$ cat src/design/emar_pkg.sv
// shared constants, types and landmark pair table for the aspect ratio block
`default_nettype none
package emar_pkg;
	localparam int LANDMARK_COUNT = 68;
	localparam int COORD_BITS     = 13;
	localparam int FRAC_BITS      = 16;
	localparam int DIST_FRAC      = 8;
	localparam int OUT_W          = 24;
	localparam int IDX_W          = 7;
	localparam int ADDR_W         = $clog2(LANDMARK_COUNT);
	localparam int PAIR_COUNT     = 9;
	localparam int PAIR_W         = $clog2(PAIR_COUNT);
	localparam int DIFF_W         = COORD_BITS + 1;
	localparam int D2_W           = 2 * DIFF_W + 1;
	localparam int RAD_W          = ((D2_W + 2 * DIST_FRAC + 1) / 2) * 2;
	localparam int ROOT_W         = RAD_W / 2;
	localparam int DEN_W          = ROOT_W + 1;
	localparam int NUM_W          = ROOT_W + 1 + FRAC_BITS;
	localparam logic [OUT_W-1:0] OUT_MAX = {OUT_W{1'b1}};
	localparam logic [OUT_W-1:0] EAR_THRESHOLD_RESET = OUT_W'(13107);
	localparam logic [2:0] REG_EAR_THRESHOLD = 3'd0;

	typedef enum logic [3:0] {
		ST_IDLE, ST_RDA, ST_RDB, ST_DIFF, ST_MUL, ST_SQS, ST_SQRT,
		ST_DIVS, ST_DIV, ST_OUT
	} state_t;

	typedef struct packed {
		logic [ADDR_W-1:0] a;
		logic [ADDR_W-1:0] b;
	} pair_t;

	// eyes first (v1, v2, h per eye), then the mouth
	function automatic pair_t pair_of(input logic [PAIR_W-1:0] k);
		pair_t p;
		case (k)
			PAIR_W'(0): p = '{ADDR_W'(37), ADDR_W'(41)};
			PAIR_W'(1): p = '{ADDR_W'(38), ADDR_W'(40)};
			PAIR_W'(2): p = '{ADDR_W'(36), ADDR_W'(39)};
			PAIR_W'(3): p = '{ADDR_W'(43), ADDR_W'(47)};
			PAIR_W'(4): p = '{ADDR_W'(44), ADDR_W'(46)};
			PAIR_W'(5): p = '{ADDR_W'(42), ADDR_W'(45)};
			PAIR_W'(6): p = '{ADDR_W'(62), ADDR_W'(66)};
			PAIR_W'(7): p = '{ADDR_W'(60), ADDR_W'(64)};
			PAIR_W'(8): p = '{ADDR_W'(61), ADDR_W'(65)};
			default:    p = '{ADDR_W'(0), ADDR_W'(0)};
		endcase
		return p;
	endfunction
endpackage
`default_nettype wire

$ cat src/design/emar_ram.sv
// generic single port ram with registered read
`default_nettype none
module emar_ram #(
	parameter int WIDTH = 8,
	parameter int DEPTH = 16
) (
	input  wire logic                     clk,
	input  wire logic                     we,
	input  wire logic [$clog2(DEPTH)-1:0] addr,
	input  wire logic [WIDTH-1:0]         wdata,
	output logic      [WIDTH-1:0]         rdata
);
	logic [WIDTH-1:0] mem_q [DEPTH];

	always_ff @(posedge clk) begin
		if (we) begin
			mem_q[addr] <= wdata;
		end
		rdata <= mem_q[addr];
	end
endmodule
`default_nettype wire

$ cat src/design/emar_sqrt.sv
// bit-serial integer square root, one root bit per cycle
`default_nettype none
module emar_sqrt import emar_pkg::*; (
	input  wire logic              clk,
	input  wire logic              arst_n,
	input  wire logic              start,
	input  wire logic [RAD_W-1:0]  radicand,
	output logic                   done,
	output logic      [ROOT_W-1:0] root
);
	localparam int R_W   = ROOT_W + 3;
	localparam int CNT_W = $clog2(ROOT_W + 1);

	logic [RAD_W-1:0]  n_q;
	logic [R_W-1:0]    r_q;
	logic [ROOT_W-1:0] q_q;
	logic [CNT_W-1:0]  cnt_q;
	logic              run_q;
	logic              done_q;
	logic [R_W-1:0]    r2;
	logic [R_W-1:0]    trial;
	logic              fits;

	assign r2    = {r_q[R_W-3:0], n_q[RAD_W-1 -: 2]};
	assign trial = R_W'({q_q, 2'b01});
	assign fits  = r2 >= trial;

	always_ff @(posedge clk or negedge arst_n) begin
		if (!arst_n) begin
			run_q  <= 1'b0;
			done_q <= 1'b0;
			cnt_q  <= '0;
		end else begin
			done_q <= 1'b0;
			if (start) begin
				run_q <= 1'b1;
				cnt_q <= CNT_W'(ROOT_W);
			end else if (run_q) begin
				cnt_q <= cnt_q - 1'b1;
				if (cnt_q == CNT_W'(1)) begin
					run_q  <= 1'b0;
					done_q <= 1'b1;
				end
			end
		end
	end

	always_ff @(posedge clk) begin
		if (start) begin
			n_q <= radicand;
			r_q <= '0;
			q_q <= '0;
		end else if (run_q) begin
			n_q <= {n_q[RAD_W-3:0], 2'b00};
			r_q <= fits ? r2 - trial : r2;
			q_q <= {q_q[ROOT_W-2:0], fits};
		end
	end

	assign done = done_q;
	assign root = q_q;
endmodule
`default_nettype wire

$ cat src/design/emar_div.sv
// bit-serial restoring divider, one quotient bit per cycle
`default_nettype none
module emar_div import emar_pkg::*; (
	input  wire logic             clk,
	input  wire logic             arst_n,
	input  wire logic             start,
	input  wire logic [NUM_W-1:0] num,
	input  wire logic [DEN_W-1:0] den,
	output logic                  done,
	output logic      [NUM_W-1:0] quot
);
	localparam int R_W   = DEN_W + 1;
	localparam int CNT_W = $clog2(NUM_W + 1);

	logic [NUM_W-1:0] n_q;
	logic [DEN_W-1:0] d_q;
	logic [R_W-1:0]   r_q;
	logic [NUM_W-1:0] q_q;
	logic [CNT_W-1:0] cnt_q;
	logic             run_q;
	logic             done_q;
	logic [R_W-1:0]   r2;
	logic             fits;

	assign r2   = {r_q[R_W-2:0], n_q[NUM_W-1]};
	assign fits = r2 >= R_W'(d_q);

	always_ff @(posedge clk or negedge arst_n) begin
		if (!arst_n) begin
			run_q  <= 1'b0;
			done_q <= 1'b0;
			cnt_q  <= '0;
		end else begin
			done_q <= 1'b0;
			if (start) begin
				run_q <= 1'b1;
				cnt_q <= CNT_W'(NUM_W);
			end else if (run_q) begin
				cnt_q <= cnt_q - 1'b1;
				if (cnt_q == CNT_W'(1)) begin
					run_q  <= 1'b0;
					done_q <= 1'b1;
				end
			end
		end
	end

	always_ff @(posedge clk) begin
		if (start) begin
			n_q <= num;
			d_q <= den;
			r_q <= '0;
			q_q <= '0;
		end else if (run_q) begin
			n_q <= {n_q[NUM_W-2:0], 1'b0};
			r_q <= fits ? r2 - R_W'(d_q) : r2;
			q_q <= {q_q[NUM_W-2:0], fits};
		end
	end

	assign done = done_q;
	assign quot = q_q;
endmodule
`default_nettype wire

$ cat src/design/eye_mouth_aspect_ratio.sv
// top level: landmark store, distance and ratio sequencer, register port
// a point that is not last leaves the sequencer idle; in_stall stays low while idle
// a last point starts the face: 9 distances, each with a bit-serial root,
// then 3 ratios, each with a bit-serial divide;
// ST_OUT then loads the result beat, waiting while an earlier beat is still stalled
// arst_n clears the sequencer, output valid and threshold (0.20); the point store is kept
`default_nettype none
module eye_mouth_aspect_ratio import emar_pkg::*; (
	input  wire logic                         clk,
	input  wire logic                         arst_n,
	input  wire logic                         in_valid,
	output logic                              in_stall,
	input  wire logic        [IDX_W-1:0]      landmark_index,
	input  wire logic signed [COORD_BITS-1:0] point_x,
	input  wire logic signed [COORD_BITS-1:0] point_y,
	input  wire logic                         last_point,
	output logic                              out_valid,
	input  wire logic                         out_stall,
	output logic             [OUT_W-1:0]      eye_ratio,
	output logic             [OUT_W-1:0]      mouth_ratio,
	output logic                              drowsy,
	output logic                              eye_invalid,
	output logic                              mouth_invalid,
	input  wire logic                         psel,
	input  wire logic                         penable,
	input  wire logic                         pwrite,
	input  wire logic        [2:0]            paddr,
	input  wire logic        [31:0]           pwdata,
	output logic             [31:0]           prdata,
	output logic                              pready
);
	state_t state_q, state_d;

	logic [OUT_W-1:0]  thr_q;
	logic              in_acc;
	logic              ram_we;
	logic [ADDR_W-1:0] ram_addr;
	logic [2*COORD_BITS-1:0] ram_rdata;
	logic [2*COORD_BITS-1:0] pa_q;
	logic [PAIR_W-1:0] pair_q;
	logic [1:0]        rat_cnt_q;
	pair_t             pair;
	logic [DIFF_W-1:0] dx_q, dy_q;
	logic [D2_W-1:0]   d2_q;
	logic signed [DIFF_W-1:0] ex, ey;
	logic [ROOT_W-1:0] dist_q [PAIR_COUNT];
	logic [NUM_W-1:0]  rat_q [3];
	logic              bad_q [3];
	logic              sq_start, sq_done, dv_start, dv_done;
	logic [ROOT_W-1:0] root;
	logic [NUM_W-1:0]  quot;
	logic [NUM_W:0]    ear_sum;
	logic [NUM_W-1:0]  ear_full;
	logic [OUT_W-1:0]  ear_sat, mar_sat;
	logic              ear_bad;
	logic              out_free;
	logic              out_load;

	assign pready = 1'b1;
	assign prdata = (paddr == REG_EAR_THRESHOLD) ? 32'(thr_q) : 32'd0;

	always_ff @(posedge clk or negedge arst_n) begin
		if (!arst_n) begin
			thr_q <= EAR_THRESHOLD_RESET;
		end else if (psel && penable && pwrite && paddr == REG_EAR_THRESHOLD) begin
			thr_q <= pwdata[OUT_W-1:0];
		end
	end

	assign in_stall = (state_q != ST_IDLE);
	assign in_acc   = in_valid && !in_stall;
	assign pair     = pair_of(pair_q);
	assign ram_we   = in_acc && (32'(landmark_index) < LANDMARK_COUNT);

	always_comb begin
		case (state_q)
			ST_RDA:  ram_addr = pair.a;
			ST_RDB:  ram_addr = pair.b;
			default: ram_addr = landmark_index[ADDR_W-1:0];
		endcase
	end

	emar_ram #(.WIDTH(2 * COORD_BITS), .DEPTH(LANDMARK_COUNT)) u_ram (
		.clk   (clk),
		.we    (ram_we),
		.addr  (ram_addr),
		.wdata ({point_x, point_y}),
		.rdata (ram_rdata)
	);

	emar_sqrt u_sqrt (
		.clk      (clk),
		.arst_n   (arst_n),
		.start    (sq_start),
		.radicand (RAD_W'({d2_q, {(2 * DIST_FRAC){1'b0}}})),
		.done     (sq_done),
		.root     (root)
	);

	// operands always sit at the head of the distance line
	emar_div u_div (
		.clk    (clk),
		.arst_n (arst_n),
		.start  (dv_start),
		.num    ({(DEN_W)'(dist_q[0]) + DEN_W'(dist_q[1]), {FRAC_BITS{1'b0}}}),
		.den    ({dist_q[2], 1'b0}),
		.done   (dv_done),
		.quot   (quot)
	);

	assign out_free = !out_valid || !out_stall;

	always_comb begin
		state_d  = state_q;
		sq_start = 1'b0;
		dv_start = 1'b0;
		out_load = 1'b0;
		case (state_q)
			ST_IDLE: if (in_acc && last_point) state_d = ST_RDA;
			ST_RDA:  state_d = ST_RDB;
			ST_RDB:  state_d = ST_DIFF;
			ST_DIFF: state_d = ST_MUL;
			ST_MUL:  state_d = ST_SQS;
			ST_SQS: begin
				sq_start = 1'b1;
				state_d  = ST_SQRT;
			end
			ST_SQRT: if (sq_done) begin
				state_d = (pair_q == PAIR_W'(PAIR_COUNT - 1)) ? ST_DIVS : ST_RDA;
			end
			ST_DIVS: begin
				dv_start = 1'b1;
				state_d  = ST_DIV;
			end
			ST_DIV: if (dv_done) begin
				state_d = (rat_cnt_q == 2'd2) ? ST_OUT : ST_DIVS;
			end
			ST_OUT: if (out_free) begin
				out_load = 1'b1;
				state_d  = ST_IDLE;
			end
			default: state_d = ST_IDLE;
		endcase
	end

	always_ff @(posedge clk or negedge arst_n) begin
		if (!arst_n) begin
			state_q   <= ST_IDLE;
			pair_q    <= '0;
			rat_cnt_q <= '0;
			out_valid <= 1'b0;
		end else begin
			state_q <= state_d;
			if (state_q == ST_IDLE) begin
				pair_q    <= '0;
				rat_cnt_q <= '0;
			end
			if (state_q == ST_SQRT && sq_done) pair_q <= pair_q + 1'b1;
			if (state_q == ST_DIV && dv_done) rat_cnt_q <= rat_cnt_q + 1'b1;
			if (out_load) out_valid <= 1'b1;
			else if (out_valid && !out_stall) out_valid <= 1'b0;
		end
	end

	assign ex = DIFF_W'(signed'(pa_q[2*COORD_BITS-1 -: COORD_BITS]))
		- DIFF_W'(signed'(ram_rdata[2*COORD_BITS-1 -: COORD_BITS]));
	assign ey = DIFF_W'(signed'(pa_q[COORD_BITS-1:0]))
		- DIFF_W'(signed'(ram_rdata[COORD_BITS-1:0]));

	always_ff @(posedge clk) begin
		if (state_q == ST_RDB) pa_q <= ram_rdata;
		if (state_q == ST_DIFF) begin
			dx_q <= ex[DIFF_W-1] ? DIFF_W'(-ex) : DIFF_W'(ex);
			dy_q <= ey[DIFF_W-1] ? DIFF_W'(-ey) : DIFF_W'(ey);
		end
		if (state_q == ST_MUL) begin
			d2_q <= D2_W'(dx_q) * D2_W'(dx_q) + D2_W'(dy_q) * D2_W'(dy_q);
		end
		// distance line fills from the top, drains three per ratio
		if (state_q == ST_SQRT && sq_done) begin
			for (int i = 0; i < PAIR_COUNT - 1; i++) dist_q[i] <= dist_q[i+1];
			dist_q[PAIR_COUNT-1] <= root;
		end
		if (state_q == ST_DIV && dv_done) begin
			for (int i = 0; i < PAIR_COUNT - 3; i++) dist_q[i] <= dist_q[i+3];
			for (int i = 0; i < 2; i++) begin
				rat_q[i] <= rat_q[i+1];
				bad_q[i] <= bad_q[i+1];
			end
			rat_q[2] <= quot;
			bad_q[2] <= (dist_q[2] == '0);
		end
		if (out_load) begin
			eye_ratio     <= ear_bad ? '0 : ear_sat;
			mouth_ratio   <= bad_q[2] ? '0 : mar_sat;
			drowsy        <= !ear_bad && (ear_sat < thr_q);
			eye_invalid   <= ear_bad;
			mouth_invalid <= bad_q[2];
		end
	end

	assign ear_bad  = bad_q[0] || bad_q[1];
	assign ear_sum  = (NUM_W + 1)'(rat_q[0]) + (NUM_W + 1)'(rat_q[1]);
	assign ear_full = ear_sum[NUM_W:1];
	assign ear_sat  = (ear_full > NUM_W'(OUT_MAX)) ? OUT_MAX : ear_full[OUT_W-1:0];
	assign mar_sat  = (rat_q[2] > NUM_W'(OUT_MAX)) ? OUT_MAX : rat_q[2][OUT_W-1:0];

`ifndef SYNTHESIS
	a_eye_zero: assert property (@(posedge clk) disable iff (!arst_n)
		out_valid && eye_invalid |-> eye_ratio == '0 && !drowsy)
		else $error("invalid eye ratio not zero");
	a_mouth_zero: assert property (@(posedge clk) disable iff (!arst_n)
		out_valid && mouth_invalid |-> mouth_ratio == '0)
		else $error("invalid mouth ratio not zero");
	a_sqrt_owner: assert property (@(posedge clk) disable iff (!arst_n)
		sq_done |-> state_q == ST_SQRT)
		else $error("root finished outside its wait state");
	a_load_free: assert property (@(posedge clk) disable iff (!arst_n)
		out_load |-> !(out_valid && out_stall))
		else $error("result beat overwritten");
`endif
endmodule
`default_nettype wire
$ cat config.mk
export PLATFORM = sky130hd
export DESIGN_NAME = eye_mouth_aspect_ratio
export DESIGN_NICKNAME = d
export VERILOG_FILES = /design/src/design/emar_pkg.sv /design/src/design/emar_ram.sv /design/src/design/emar_sqrt.sv /design/src/design/emar_div.sv /design/src/design/eye_mouth_aspect_ratio.sv
export SDC_FILE = /design/constraint.sdc
export NUM_CORES = 2
export LEC_CHECK = 0
export BUFFER_PORTS_ARGS = -buffer_cell sky130_fd_sc_hd__buf_2
export CAP_MARGIN = 0
export CORE_ASPECT_RATIO = 1.2
export CORE_MARGIN = 5
export CORE_UTILIZATION = 45
export CTS_BUF_LIST = sky130_fd_sc_hd__clkbuf_8
export DETAILED_ROUTE_END_ITERATION = 8
export GPL_ROUTABILITY_DRIVEN = 0
export MAX_ROUTING_LAYER = met4
export PLACE_DENSITY_LB_ADDON = 0.05
export SYNTH_ARGS = -nofsm -noshare
export SYNTH_HDL_FRONTEND = slang
export SYNTH_SLANG_ARGS = --single-unit
$ cat constraint.sdc
create_clock -name clk -period 13.23 [get_ports clk]
set_input_delay 0.6615 -clock clk [delete_from_list [all_inputs] [get_ports clk]]
set_output_delay 0.6615 -clock clk [all_outputs]
set_load 0.03 [all_outputs]
# After elaboration in Yosys (flattened, before gate mapping)
# Memories as Yosys holds them, arrays and structs flattened. A register that Yosys moved wholly into a read port is not among the register bits.
# Index checks and enable logic that the tools add are counted.
dict set report totals {
  register_bits 372
  latchBits 0
  ramBits 2098
  rom_bits 192
  inputBits 76
  out_inout_bits 86
  n_memories 5
}
# name words width rd rd_ports_with_merged_regs write_ports line_no
set memory_table {}
lappend memory_table {u_ram.mem_q 68 26 1 1 1 emar_ram.sv:13} ;# logic [WIDTH-1:0] mem_q [DEPTH];
lappend memory_table {dist_q 9 23 9 0 9 eye_mouth_aspect_ratio.sv:46} ;# logic [ROOT_W-1:0] dist_q [PAIR_COUNT];
lappend memory_table {{(no name shown)} 16 12 1 0 0 emar_pkg.sv:36} ;# case (k)
lappend memory_table {rat_q 3 40 3 0 3 eye_mouth_aspect_ratio.sv:47} ;# logic [NUM_W-1:0] rat_q [3];
lappend memory_table {bad_q 3 1 3 0 3 eye_mouth_aspect_ratio.sv:48} ;# logic bad_q [3];
dict set report classes {
  add_sub_neg 13
  multipliers 2
  div_mod_pow 0
  magnitude_cmp 6
  eq_ne 17
  n_shift 0
  mux 57
  bitwise_logic 6
  reduce_logical 26
}
# operator n
set ops {}
lappend ops {{$mux W23} 6}
lappend ops {{$mux W24} 5}
lappend ops {{$mux W45} 2}
lappend ops {{$gt A40 B24 Y1 const B} 2}
lappend ops {{$mux W40} 2}
lappend ops {{$mul A14 B14 Y28} 2}
lappend ops {{$sub A24 B24 Y24} 2}
lappend ops {{$add A40 B40 Y41} 1}
lappend ops {{$pmux W4 S10} 1}
lappend ops {{$add A28 B28 Y29} 1}
lappend ops {{$mux W4} 7}
lappend ops {{$neg A14 Y14} 2}
lappend ops {{$sub A13 B13 Y14} 2}
lappend ops {{$ge A26 B25 Y1} 1}
lappend ops {{$mux W13} 2}
lappend ops {{$ge A25 B24 Y1} 1}
lappend ops {{$add A23 B23 Y24} 1}
lappend ops {{$lt A24 B24 Y1} 1}
lappend ops {{$mux W1} 24}
lappend ops {{$logic_not A23 Y1} 1}
lappend ops {{$eq A4 B3 Y1 const B} 4}
lappend ops {{$pmux W7 S2} 1}
lappend ops {{$eq A4 B4 Y1 const B} 3}
lappend ops {{$mux W6} 2}
lappend ops {{other kinds (24)} 51}

# Longest topological paths before layout
dict set report depth {
  ltp_word 6
  mapped_depth 29
}

# Cells and area by module
# A second synthesis with hierarchy kept.
dict set report unflattened {
  cells_unflattened 7937
  area_unflattened_um2 116475.5
}
# module n_inst cells_per_inst area_each_um2 seq_area_each_um2
set modules_own_cells {}
lappend modules_own_cells {emar_ram 1 3426 68863.5 53611.4}
lappend modules_own_cells {eye_mouth_aspect_ratio 1 3408 35456.5 14819.2}
lappend modules_own_cells {emar_div 1 599 6606.3 3403.3}
lappend modules_own_cells {emar_sqrt 1 504 5549.1 2497.4}

# Least setup slack after synthesis
# OpenSTA, ideal clock, no wires.
dict set report synth_timing {
  path_kind {reg2reg}
  from {reg dx_q[7]}
  to {reg d2_q[28] (data pin)}
  setup_time_ns 0.260
  arrival_ns 6.201
  t_required_ns 12.970
  setup_slack_ns 6.770
  stages_incl_launch_ff 26
  path_cell_list {edfxtp_1 > clkbuf_1 > inv_1 > nor2_1 > fa_1 > fa_1 > fa_1 > inv_1 > fa_1 > inv_1 > fa_1 > inv_1 > fa_1 > fa_1 > inv_1 > ha_1 > nand3_1 > nor2_1 > o211ai_1 > a31oi_1 > a21oi_1 > o21ai_0 > nand2_1 > o21ai_0 > a21oi_1 > xnor2_1}
}
dict set report synth_between {
  elab_chain_len 2
}
# item line_no
set synth_rtl {}
lappend synth_rtl {{from (decl)} eye_mouth_aspect_ratio.sv:43} ;# logic [DIFF_W-1:0] dx_q, dy_q;
lappend synth_rtl {{from (signal assigned)} eye_mouth_aspect_ratio.sv:173} ;# dx_q <= ex[DIFF_W-1] ? DIFF_W'(-ex) : DIFF_W'(ex);
lappend synth_rtl {{$mul A14 B14 Y28} eye_mouth_aspect_ratio.sv:177} ;# d2_q <= D2_W'(dx_q) * D2_W'(dx_q) + D2_W'(dy_q) * D2_W'(dy_q);
lappend synth_rtl {{$add A28 B28 Y29} eye_mouth_aspect_ratio.sv:177}
lappend synth_rtl {{to (signal assigned)} eye_mouth_aspect_ratio.sv:177}
lappend synth_rtl {{to (decl)} eye_mouth_aspect_ratio.sv:44} ;# logic [D2_W-1:0] d2_q;
# Every way passes these cells.
# A chain may end at the register's enable or synchronous reset.

# Worst setup path in the final report
dict set report layout_timing {
  from {reg dx_q[5]}
  to {reg d2_q[28] (data pin)}
}
# The elaborated chain is that of the path after synthesis.

==> impl_metrics.env <==
export IMPL_synth_cell_types=87
export IMPL_start_util_pct=45.25
export IMPL_placed_area_um2=118500
export IMPL_slew_limit_headroom_pct=11.83
export IMPL_wl_per_cell_um=26.87
export IMPL_holdCritPathClass="in -> reg"
export IMPL_gr_usage_all_layers_pct=26.97
export IMPL_grt_pass1_vias=73727
export IMPL_clockBufferDepth=4
export IMPL_syn2layout_area_growth_pct=11.81
export IMPL_post_cts_buffers=0
export IMPL_dieHeight_um=559.2
export IMPL_synth_area_top_cells="edfxtp_1 61%, nand2_1 5.8%, fa_1 5.2%"
export IMPL_netlist_area_leader_share_pct=61.26
export IMPL_cts_root_buf="clkbuf_8"
export IMPL_period_share_pct=56.40
export IMPL_cts_max_level=5
export IMPL_grt_max_degree=109
export IMPL_syn_area_um2=113100
export IMPL_worstPathMaxFanout=11
export IMPL_port_buffers=144
export IMPL_cts_tree="yes"
export IMPL_dieArea_um2=261600
export IMPL_crit_top_cell="fa_1"
export IMPL_period_needed_ns=7.461
export IMPL_cpPeakStageDelay_ns=0.70
export IMPL_layout_drive_gt1_share_pct=10.94
export IMPL_drt_iter0_markers=7046
export IMPL_finalHoldViolations=0
export IMPL_final_area_um2=126500
export IMPL_utilization_pct=50.60
export IMPL_grt_ovfl_total=0
export IMPL_cap_violations=0
export IMPL_vias_per_cell=5.678
export IMPL_design_core_area_um2=250000
export IMPL_synth_most_common_cell="edfxtp_1"
export IMPL_io_pins=162
export IMPL_critPathSlowestCell="edfxtp_1"
export IMPL_fmax_mhz=134.0
export IMPL_clk_pin_slew_worst_paths_ns=0.06
export IMPL_tightest_slew_ns=1.319
export IMPL_ys_flop_type="edfxtp_1"
export IMPL_synth_edf_count=2308
export IMPL_grt_pass1_wl_mm=504.1
export IMPL_synth_seq_area_share_pct=64.82
export IMPL_ant_nets=0
export IMPL_wl_mm=349.8
export IMPL_cts_resized_gates=0
export IMPL_whs_ns=0.1073
export IMPL_syn_area_per_cell_um2=12.62
export IMPL_rows=201
export IMPL_status="completed"
export IMPL_fin_worst_skew_ns=0.09496
export IMPL_maxSlewViolCount=0
export IMPL_ys_ff_latch=2496
export IMPL_rsz0062_at_grt="no"
export IMPL_dr_pass1_iters=6
export IMPL_yosys_area_top_type="edfxtp_1"
export IMPL_postSynthCellCount=8967
export IMPL_clock_latency_ns=1.07
export IMPL_cp_arrival_ns=8.17
export IMPL_drc=0
export IMPL_critical_path_top_delay_family="adder cells"
export IMPL_antenna_found_initial=30
export IMPL_worstPathRequired_ns=13.94
export IMPL_setup_viol=0
export IMPL_hpwlAfterDp_mm=213.8
export IMPL_fin_setup_tns_ns=0
export IMPL_timing_critical_path_from_type="flip-flop"
export IMPL_critical_path_class="reg -> reg"
export IMPL_synthTopCellsByCount="2308 x edfxtp_1, 1752 x nand2_1, 699 x a21oi_1"
export IMPL_worstSetupEndpointType="flip-flop"
export IMPL_fin_nets=9993
export IMPL_path_buf_inv=5
export IMPL_cts_sinks=2496
export IMPL_cts_buffers=408
export IMPL_vias=73910
export IMPL_path_cells="inv_1, nor2_1, fa_1, fa_1, fa_1, inv_1, fa_1, inv_1, fa_1, fa_1, inv_1, fa_1, inv_1, ha_1, nand2_1, nor2_1, o211ai_1, a31oi_1, a21oi_1, o21ai_0, nand2_1, o21ai_0, a21oi_1, xnor2_1"
export IMPL_yosys_warnings=0
export IMPL_synthArstFlopShare_pct=2.003
export IMPL_die_width_um=467.7
==> worst paths after layout <==
check | start | to | slack, ns | depth (start not counted)
setup / recovery | dx_q[5] | d2_q[28] | 5.77 | 24
hold / removal | point_x[3] | u_ram.mem_q[8][16] | 0.11 | 1
setup reg to reg | dx_q[5] | d2_q[28] | 5.77 | 24
hold reg to reg | u_ram.rdata[7] | pa_q[7] | 0.43 | 0
max in group asynchronous | arst_n | u_div.run_q | 12.33 | 3
min in group asynchronous | arst_n | u_div.cnt_q[3] | 0.35 | 3
==> final cells by class <==
cell class,instances,area (µm²)
clock inverters,290,1540
fillers,22009,123500
well taps,3349,4190
clock buffers,442,6083
inverters,572,2155
multi-input cells,5449,36370
diodes,32,80.08
repair buffers,387,2738
flip-flops and latches,2496,73340
==> stage by stage <==
| step | setup WS (ns) | std cells |
|---|---|---|
| 2_1_floorplan | 6.770 | 8975 |
| 3_3_place_gp | 5.736 | 12226 |
| 3_5_place_dp | 5.790 | 12226 |
| 4_1_cts | 5.764 | 12985 |
| 5_1_grt | 5.360 | 13014 |
| 6_report | 5.769 | 13017 |
==> per-layer routing <==
metal  vias up  global-route usage (%)  wire length [µm]
met5         -                       -                 0
met4         0                   12.22             17170
met3       691                   4.109             24450
met2      2923                   45.16            174800
met1     37277                   32.28            133300
li1      33019                       -                 -
==> worst reg2reg max path, cell delays in order, from the launching register on <==
cell and delay (ns):
edfxtp_1 0.70, inv_1 0.28, nor2_1 0.30, fa_1 0.51, fa_1 0.55, fa_1 0.55
inv_1 0.05, fa_1 0.50, inv_1 0.05, fa_1 0.48, fa_1 0.54, inv_1 0.06
fa_1 0.48, inv_1 0.05, ha_1 0.34, nand2_1 0.11, nor2_1 0.10, o211ai_1 0.16
a31oi_1 0.35, a21oi_1 0.18, o21ai_0 0.31, nand2_1 0.13, o21ai_0 0.18, a21oi_1 0.10
xnor2_1 0.14
==> sequential cells by signal, indices dropped and copies added, names as in the netlist, 23 cells and up <==
register,flops
d2_q,29
dist_q,207
eye_ratio,24
mouth_ratio,24
pa_q,26
rat_q,120
thr_q,24
u_div.d_q,23
u_div.n_q,24
u_div.quot,40
u_div.r_q,24
u_ram.mem_q,1768
u_ram.rdata,26
u_sqrt.n_q,30
u_sqrt.r_q,24
u_sqrt.root,23
==> cell families after synthesis <==
group	count (synthesis)	synth area share [%]
other	2	0.006639
adders and majority gates	603	8.634
DFF	2496	64.82
buffers and inverters	1030	3.566
xor gates and xnor gates	167	1.293
muxes	178	1.827
AOI/OAI and AO/OA	1739	9.606
and+or+nand+nor	2752	10.25
==> cell usage in the layout (no fill, tap or decap), types with 22 or more instances in the layout <==
master,n
buf_4,206
mux4_2,22
nor2_4,40
xnor2_1,105
a311oi_1,23
dfrtp_1,40
nor4_1,22
clkinv_2,44
a21oi_1,697
a211oi_1,141
xor2_1,62
diode_2,32
o21ai_0,269
ha_1,307
o22ai_1,92
o211ai_1,30
edfxtp_1,2308
nor2_2,47
nand2b_1,37
inv_1,712
nand3_1,219
clkbuf_8,442
clkinv_1,73
a31oi_1,53
a21o_1,51
fa_1,296
mux2i_1,148
nand4_1,30
nor2_1,310
nand2_1,1749
a221oi_1,109
nor2b_1,35
buf_2,144
a22oi_1,64
dfxtp_1,138
dlygate4sd3_1,27
and3_1,48
and2_1,121
nor3_1,42
==> repair_timing <==
| action | 4_1_cts | 5_1_grt |
|---|---|---|
| hold buffers | 27 | 0 |
| setup endpoints to repair | 0 | 0 |
| endpoints found under the hold margin | 74 | 0 |
Power is not shown: default switching activity piles up to over one toggle a cycle in this logic, so the estimate is an artifact.
